===== src/rtl/npci_pkg.sv =====
// ----------------------------------------------------------------------------
// npci_pkg
// Types and constants shared by the palette search core.
// ----------------------------------------------------------------------------
`default_nettype none

package npci_pkg;

   localparam int ChanWidth  = 8;
   localparam int IndexWidth = 8;
   localparam int SizeWidth  = 9;
   localparam int DistWidth  = 18;

   // word kinds on tuser
   localparam logic KindLoad  = 1'b0;
   localparam logic KindPixel = 1'b1;

   // index reported for an empty palette
   localparam logic [IndexWidth-1:0] EmptyIndex = 8'd255;

   typedef struct packed {
      logic [ChanWidth-1:0] alpha;
      logic [ChanWidth-1:0] blue;
      logic [ChanWidth-1:0] green;
      logic [ChanWidth-1:0] red;
   } color_type;

   // word traveling down the cell chain
   typedef struct packed {
      logic                  kind;
      logic [IndexWidth-1:0] entry_index;
      color_type             color;
      logic                  found;
      logic [IndexWidth-1:0] best_index;
      logic [DistWidth-1:0]  best_dist;
   } item_type;

   function automatic logic [2*ChanWidth-1:0] sq_diff(
      input logic [ChanWidth-1:0] a,
      input logic [ChanWidth-1:0] b
   );
      logic [ChanWidth-1:0] d;
      d = (a > b) ? (a - b) : (b - a);
      return d * d;
   endfunction

endpackage

`default_nettype wire


===== src/rtl/npci_cell.sv =====
// ----------------------------------------------------------------------------
// npci_cell
// One palette entry: holds the entry, computes the distance, keeps the best.
// ----------------------------------------------------------------------------
`default_nettype none

module npci_cell #(
   parameter int INDEX = 0
) (
   input  wire logic               clock,
   input  wire logic               reset,
   input  wire logic               advance,
   input  wire logic               active,
   input  wire logic               in_valid,
   input  wire npci_pkg::item_type in_item,
   output logic                    out_valid,
   output npci_pkg::item_type      out_item
);

   npci_pkg::color_type entry_ff;
   logic                a_valid_ff, b_valid_ff;
   npci_pkg::item_type  a_item_ff, b_item_ff;
   logic [npci_pkg::DistWidth-1:0] a_dist_ff, a_dist_in;
   npci_pkg::item_type  b_item_in;
   logic                hit;

   // load word reaching this cell writes the entry
   always_ff @(posedge clock) begin
      if (advance && in_valid && in_item.kind == npci_pkg::KindLoad &&
          in_item.entry_index == npci_pkg::IndexWidth'(INDEX)) begin
         entry_ff <= in_item.color;
      end
   end

   // stage a: distance to the held entry
   always_comb begin
      a_dist_in = npci_pkg::DistWidth'(npci_pkg::sq_diff(in_item.color.red,   entry_ff.red))
                + npci_pkg::DistWidth'(npci_pkg::sq_diff(in_item.color.green, entry_ff.green))
                + npci_pkg::DistWidth'(npci_pkg::sq_diff(in_item.color.blue,  entry_ff.blue))
                + npci_pkg::DistWidth'(npci_pkg::sq_diff(in_item.color.alpha, entry_ff.alpha));
   end

   always_ff @(posedge clock) begin
      if (reset) begin
         a_valid_ff <= 1'b0;
      end else if (advance) begin
         a_valid_ff <= in_valid;
      end
   end

   always_ff @(posedge clock) begin
      if (advance) begin
         a_item_ff <= in_item;
         a_dist_ff <= a_dist_in;
      end
   end

   // stage b: keep the first strictly smaller distance
   always_comb begin
      hit       = active && (!a_item_ff.found || a_dist_ff < a_item_ff.best_dist);
      b_item_in = a_item_ff;
      if (hit) begin
         b_item_in.found      = 1'b1;
         b_item_in.best_dist  = a_dist_ff;
         b_item_in.best_index = npci_pkg::IndexWidth'(INDEX);
      end
   end

   always_ff @(posedge clock) begin
      if (reset) begin
         b_valid_ff <= 1'b0;
      end else if (advance) begin
         b_valid_ff <= a_valid_ff;
      end
   end

   always_ff @(posedge clock) begin
      if (advance) begin
         b_item_ff <= b_item_in;
      end
   end

   assign out_valid = b_valid_ff;
   assign out_item  = b_item_ff;

endmodule

`default_nettype wire


===== config.mk =====
export PLATFORM = sky130hd
export DESIGN_NAME = npci_cell
export DESIGN_NICKNAME = d
export VERILOG_FILES = /design/src/rtl/npci_pkg.sv /design/src/rtl/npci_cell.sv
export SDC_FILE = /design/constraint.sdc
export NUM_CORES = 1
export LEC_CHECK = 0
export BUFFER_PORTS_ARGS = -buffer_cell sky130_fd_sc_hd__buf_2
export CORE_MARGIN = 4
export CORE_UTILIZATION = 45
export DETAILED_ROUTE_END_ITERATION = 6
export PLACE_DENSITY = 0.63
export SLEW_MARGIN = 20
export SYNTH_ARGS = -nofsm -noshare
export SYNTH_HDL_FRONTEND = slang
export SYNTH_SLANG_ARGS = --single-unit

===== constraint.sdc =====
create_clock -name clock -period 16.03 [get_ports clock]
set_input_delay 0.8015 -clock clock [delete_from_list [all_inputs] [get_ports clock]]
set_output_delay 0.8015 -clock clock [all_outputs]
set_load 0.02 [all_outputs]

-- After elaboration in Yosys (flattened, before gate mapping)
Cells that the tools add are included.
- bits in registers: 188
- latch bits: 0
- bits in writable memories: 0
- memory bits (read-only): 0
- input bits: 73
- memories kept: 0
- add/sub/neg operators: 11
- multipliers: 4
- div/mod/pow operators: 0
- $lt $le $gt $ge: 5
- equal/unequal tests: 0
- shift-type cells: 0
- muxes and demuxes: 5
- bitwise operators: 1
- reduce and logical (&&, ||, !) cells: 7
- operator list (cell ; count):
    $mul A8 B8 Y16 ; 4
    $sub A8 B8 Y8 ; 8
    $gt A8 B8 Y1 ; 4
    $mux W8 ; 4
    $add A17 B16 Y18 ; 1
    $add A18 B16 Y18 ; 1
    $lt A18 B18 Y1 ; 1
    $mux W18 ; 1
    $add A16 B16 Y17 ; 1
    $logic_not A8 Y1 ; 1
    $logic_and A1 B1 Y1 ; 4
    $logic_not A1 Y1 ; 1
    $logic_or A1 B1 Y1 ; 1
    $not A1 Y1 ; 1

-- Longest topological paths before layout
- depth after elaboration: 6
- mapped depth: 36

-- Worst setup path after synthesis
OpenSTA, ideal clock, no wires.
- kind: input port to flip-flop
- start: input port in_item[27] in the netlist's numbering
- end: register a_dist_ff[15] in the netlist's numbering (data pin)
- library setup time: 0.262 ns
- arrival: 8.677 ns
- required time: 15.768 ns
- path slack: 7.090 ns
- cell stages on the path: 29
- buffers on the path: 0
- cell sequence: inv_1 -> ha_1 -> inv_1 -> fa_1 -> a21o_1 -> a221oi_2 -> o22ai_4 -> a2111oi_0 -> a21o_1 -> xor2_1 -> nor2_1 -> fa_1 -> fa_1 -> fa_1 -> inv_1 -> fa_1 -> inv_1 -> fa_1 -> fa_1 -> fa_1 -> inv_1 -> fa_1 -> inv_1 -> ha_1 -> a2111o_1 -> o21a_1 -> a2111oi_0 -> o21bai_1 -> xor2_1
- word-level cells in the longest chain between the ends: 6
- elaborated cells between the ends (all ways): 8
- classes of those cells: add/sub: 5; mul: 1; order compare: 1; mux: 1
- RTL lines (item ; line ; source):
    start: declaration ; npci_cell.sv:15 ; input wire npci_pkg::item_type in_item,
    $sub A8 B8 Y8 or $gt A8 B8 Y1 (tied branches) ; npci_pkg.sv:43 ; d = (a > b) ? (a - b) : (b - a);
    $mux W8 (*) ; npci_pkg.sv:43 ;
    $mul A8 B8 Y16 (*) ; npci_pkg.sv:44 ; return d * d;
    $add A16 B16 Y17 (*) ; npci_cell.sv:38 ; + npci_pkg::DistWidth'(npci_pkg::sq_diff(in_item.color.green, entry_ff.green))
    $add A17 B16 Y18 (*) ; npci_cell.sv:39 ; + npci_pkg::DistWidth'(npci_pkg::sq_diff(in_item.color.blue, entry_ff.blue))
    $add A18 B16 Y18 (*) ; npci_cell.sv:40 ; + npci_pkg::DistWidth'(npci_pkg::sq_diff(in_item.color.alpha, entry_ff.alpha));
    via a_dist_in, one bit ; npci_cell.sv:23 ; logic [npci_pkg::DistWidth-1:0] a_dist_ff, a_dist_in;
    end signal: assignment ; npci_cell.sv:54 ; a_dist_ff <= a_dist_in;
    end: declaration ; npci_cell.sv:23 ;
The timed path passes the listed nets; every way through them passes the cells marked *.
A chain may end at the register's enable or synchronous reset.

-- Worst setup path in the final report
Same ends and word-level chain as after synthesis.

==> results.py <==
metrics = {
    "route": {
        "drt_iter0_drc": 473,
        "vias": 9902,
        "first_pass_iters": 5,
        "antenna_left": 0,
        "drc_errors": 0,
        "via_per_inst": 4.939,
        "wirelength_um": 31580,
        "detail_route.wl_per_cell_um": 15.75,
    },
    "synthesis": {
        "syn-num-nets": 1833,
        "syn_avg_cell_area_um2": 11.53,
        "syn-instance-count": 1391,
        "synthArstFlopShare_pct": 0,
        "ys_seq_area_share_pct": 35.08,
        "synth-edff-count": 186,
        "synth_area_um2": 16040,
        "yosys.cell_types.count": 55,
        "ys_seq_elements": 188,
        "synth_ff_type": "edfxtp_1",
        "ys_warn_count": 0,
    },
    "final_layout": {
        "final_nets": 1979,
        "fill_cells": 3132,
        "antenna_cells": 0,
        "regArea_um2": 5625,
        "utilization_pct": 51.38,
        "final_common_cell": "inv_1",
        "area_growth_syn_to_layout_pct": 11.75,
        "multi_input_area_um2": 9052,
        "layout_common_cells": "inv_1, fa_1, edfxtp_1, ha_1, buf_2",
        "drive_gt1_share_pct": 14.71,
    },
    "cts": {
        "ctsHoldBuffers": 0,
        "cts_tree": "yes",
        "htree_num_levels": 4,
        "cts_resized": 0,
        "cts_root_buf": "clkbuf_16",
        "clk-insertion-delay-late_ns": 0.46,
        "cts_setup_buffers": 0,
        "numCtsBuffers": 17,
        "path_clk_slew_ns": 0.09,
        "cts.sinks": 188,
        "clk_path_buf_depth": 2,
    },
    "global_routing": {
        "grt_pass1_wl_um": 52680,
        "grt_overflow": 0,
        "use_met3_pct": 3.368,
        "use_met1_pct": 22.38,
        "grt_max_degree": 74,
        "antenna_found_initial": 0,
        "busiest_layer": "met2",
        "grt_pass1_vias": 10540,
        "grtUsageTotal_pct": 17.00,
        "grtUsageMet2_pct": 28.86,
    },
    "setup_path": {
        "crit_path_end": "a_dist_ff[15]$_DFFE_PP_",
        "endpoint_kind": "flip-flop",
        "crit_path_frequent_cell": "fa_1",
        "crit_fanout": 10,
        "critPathArrivalTime_ns": 9.77,
        "cp.required_ns": 16.23,
        "slowest_delay_ns": 0.55,
        "reg2reg_depth": 28,
        "cp_slowest_cell": "fa_1",
        "crit_path_start_kind": "primary input",
        "worstReg2RegEnd": "a_dist_ff[15]$_DFFE_PP_",
        "reg2reg_slack_ns": 6.61,
        "path_class": "primary input to flip-flop",
        "startpoint": "in_item[27]",
        "rr_startpoint": "entry_ff[0]$_DFFE_PP_",
    },
    "floorplan": {
        "die_x_um": 196.8,
        "core-area_um2": 34880,
        "start_util_pct": 45.98,
        "dieArea_um2": 38720,
        "die_y_um": 196.8,
        "rows": 68,
        "pin_count": 142,
    },
    "status": {
        "outcome": "completed",
    },
    "sta": {
        "tightest_slew_ns": 1.046,
        "hold_viol_final": 0,
        "fin_crit_ns": 9.579,
        "fin_crit_sh_pct": 59.76,
        "rsz0062_at_grt": "no",
        "timing.fmax_ghz": 0.1044,
        "maxSlewHeadroom_pct": 30.06,
        "hold_ws_ns": 0.4115,
        "final-max-slew-violation-count": 0,
        "finalSetupViolCount": 0,
        "fin_setup_tns_ns": 0,
        "worst_clock_skew_ns": 0.01981,
    },
    "placement": {
        "gp_congestion": 0.8691,
        "port_buffers": 141,
        "hpwl_um": 25580,
    },
    "min_path": {
        "hp-class": "flip-flop to flip-flop",
        "min_from": "a_item_ff[30]$_DFFE_PP_",
    },
    "job": {
        "cap_violations": 0,
    },
}
[cells by family (layout without fill, tap and decap cells)]
kind of cell | after synthesis | in the layout | share of synthesized area (%)
fa+ha+maj | 369 | 369 | 37.73
buf+inv | 363 | 522 | 8.589
simple gates | 240 | 240 | 7.185
flops | 188 | 188 | 35.08
compound gates | 144 | 144 | 6.093
xor+xnor | 44 | 44 | 2.497
mux | 43 | 43 | 2.832
[worst max-delay path: cells and delay by family]
family          cells  cell delay, ns
compound gates      9            2.67
buf+inv             7            0.46
fa+ha+maj          11            5.01
xor+xnor            2            0.64
simple gates        1            0.19
[cells in the mapped netlist, types with 7 or more instances]
master | number | share of area (%)
inv_1 | 341 | 8.0
fa_1 | 191 | 24
edfxtp_1 | 186 | 35
ha_1 | 178 | 14
nor2_1 | 101 | 2.4
a21oi_1 | 53 | 1.7
nand2_1 | 37 | 0.87
nand2b_1 | 29 | 1.1
xnor2_1 | 26 | 1.4
mux2i_1 | 24 | 1.5
a21o_1 | 22 | 1.0
mux2_2 | 19 | 1.3
xor2_1 | 16 | 0.87
and2_1 | 14 | 0.55
o21ai_0 | 14 | 0.44
nand4_1 | 13 | 0.51
or2_2 | 13 | 0.51
buf_2 | 11 | 0.34
clkbuf_1 | 9 | 0.21
o21bai_1 | 9 | 0.42
and3_1 | 7 | 0.27
nor2b_1 | 7 | 0.27
[registers in the layout, summed over array words and instances (netlist names)]
signal / cells
out_item: 68
a_dist_ff: 18
entry_ff: 32
a_valid_ff: 1
a_item_ff: 68
out_valid: 1
[routing by layer]
metal	share of wire [%]	routed length [um]
met5	0	0
met4	2.1	652
met3	4.3	1355
met2	50	15630
met1	44	13940
[how the worst min path moves through the flow]
stage	endpoint	slack (ns)	cells after the start
CTS	out_item[30]$_DFFE_PP_	0.41	0
detailed placement	out_item[30]$_DFFE_PP_	0.40	0
floorplan	out_item[27]$_DFFE_PP_	0.40	0
finish	out_item[30]$_DFFE_PP_	0.41	0
global placement	out_item[27]$_DFFE_PP_	0.40	0
global route	out_item[30]$_DFFE_PP_	0.42	0
[final cells by class]
| type | instances | share of cell area, % |
|---|---|---|
| tap | 455 | 3.176 |
| multi-input combinational | 840 | 50.51 |
| inverter | 342 | 7.163 |
| sequential | 188 | 31.39 |
| clock buffer | 17 | 2.374 |
| clock inverter | 15 | 1.124 |
| timing repair buffer | 148 | 4.266 |
[stage by stage]
stage | cells | setup slack (ns) | instance area [um2]
after global routing | 2005 | 6.031 | 17920
after detailed placement | 1973 | 6.059 | 17290
after floorplan | 1391 | 7.090 | 16040
after global placement | 1973 | 6.183 | 17290
final | 2005 | 6.451 | 17920
after CTS | 2005 | 6.524 | 17910
Power is left out: the tool's default activity adds up to more than one toggle a clock period on the data nets, which glitch-free logic cannot reach.
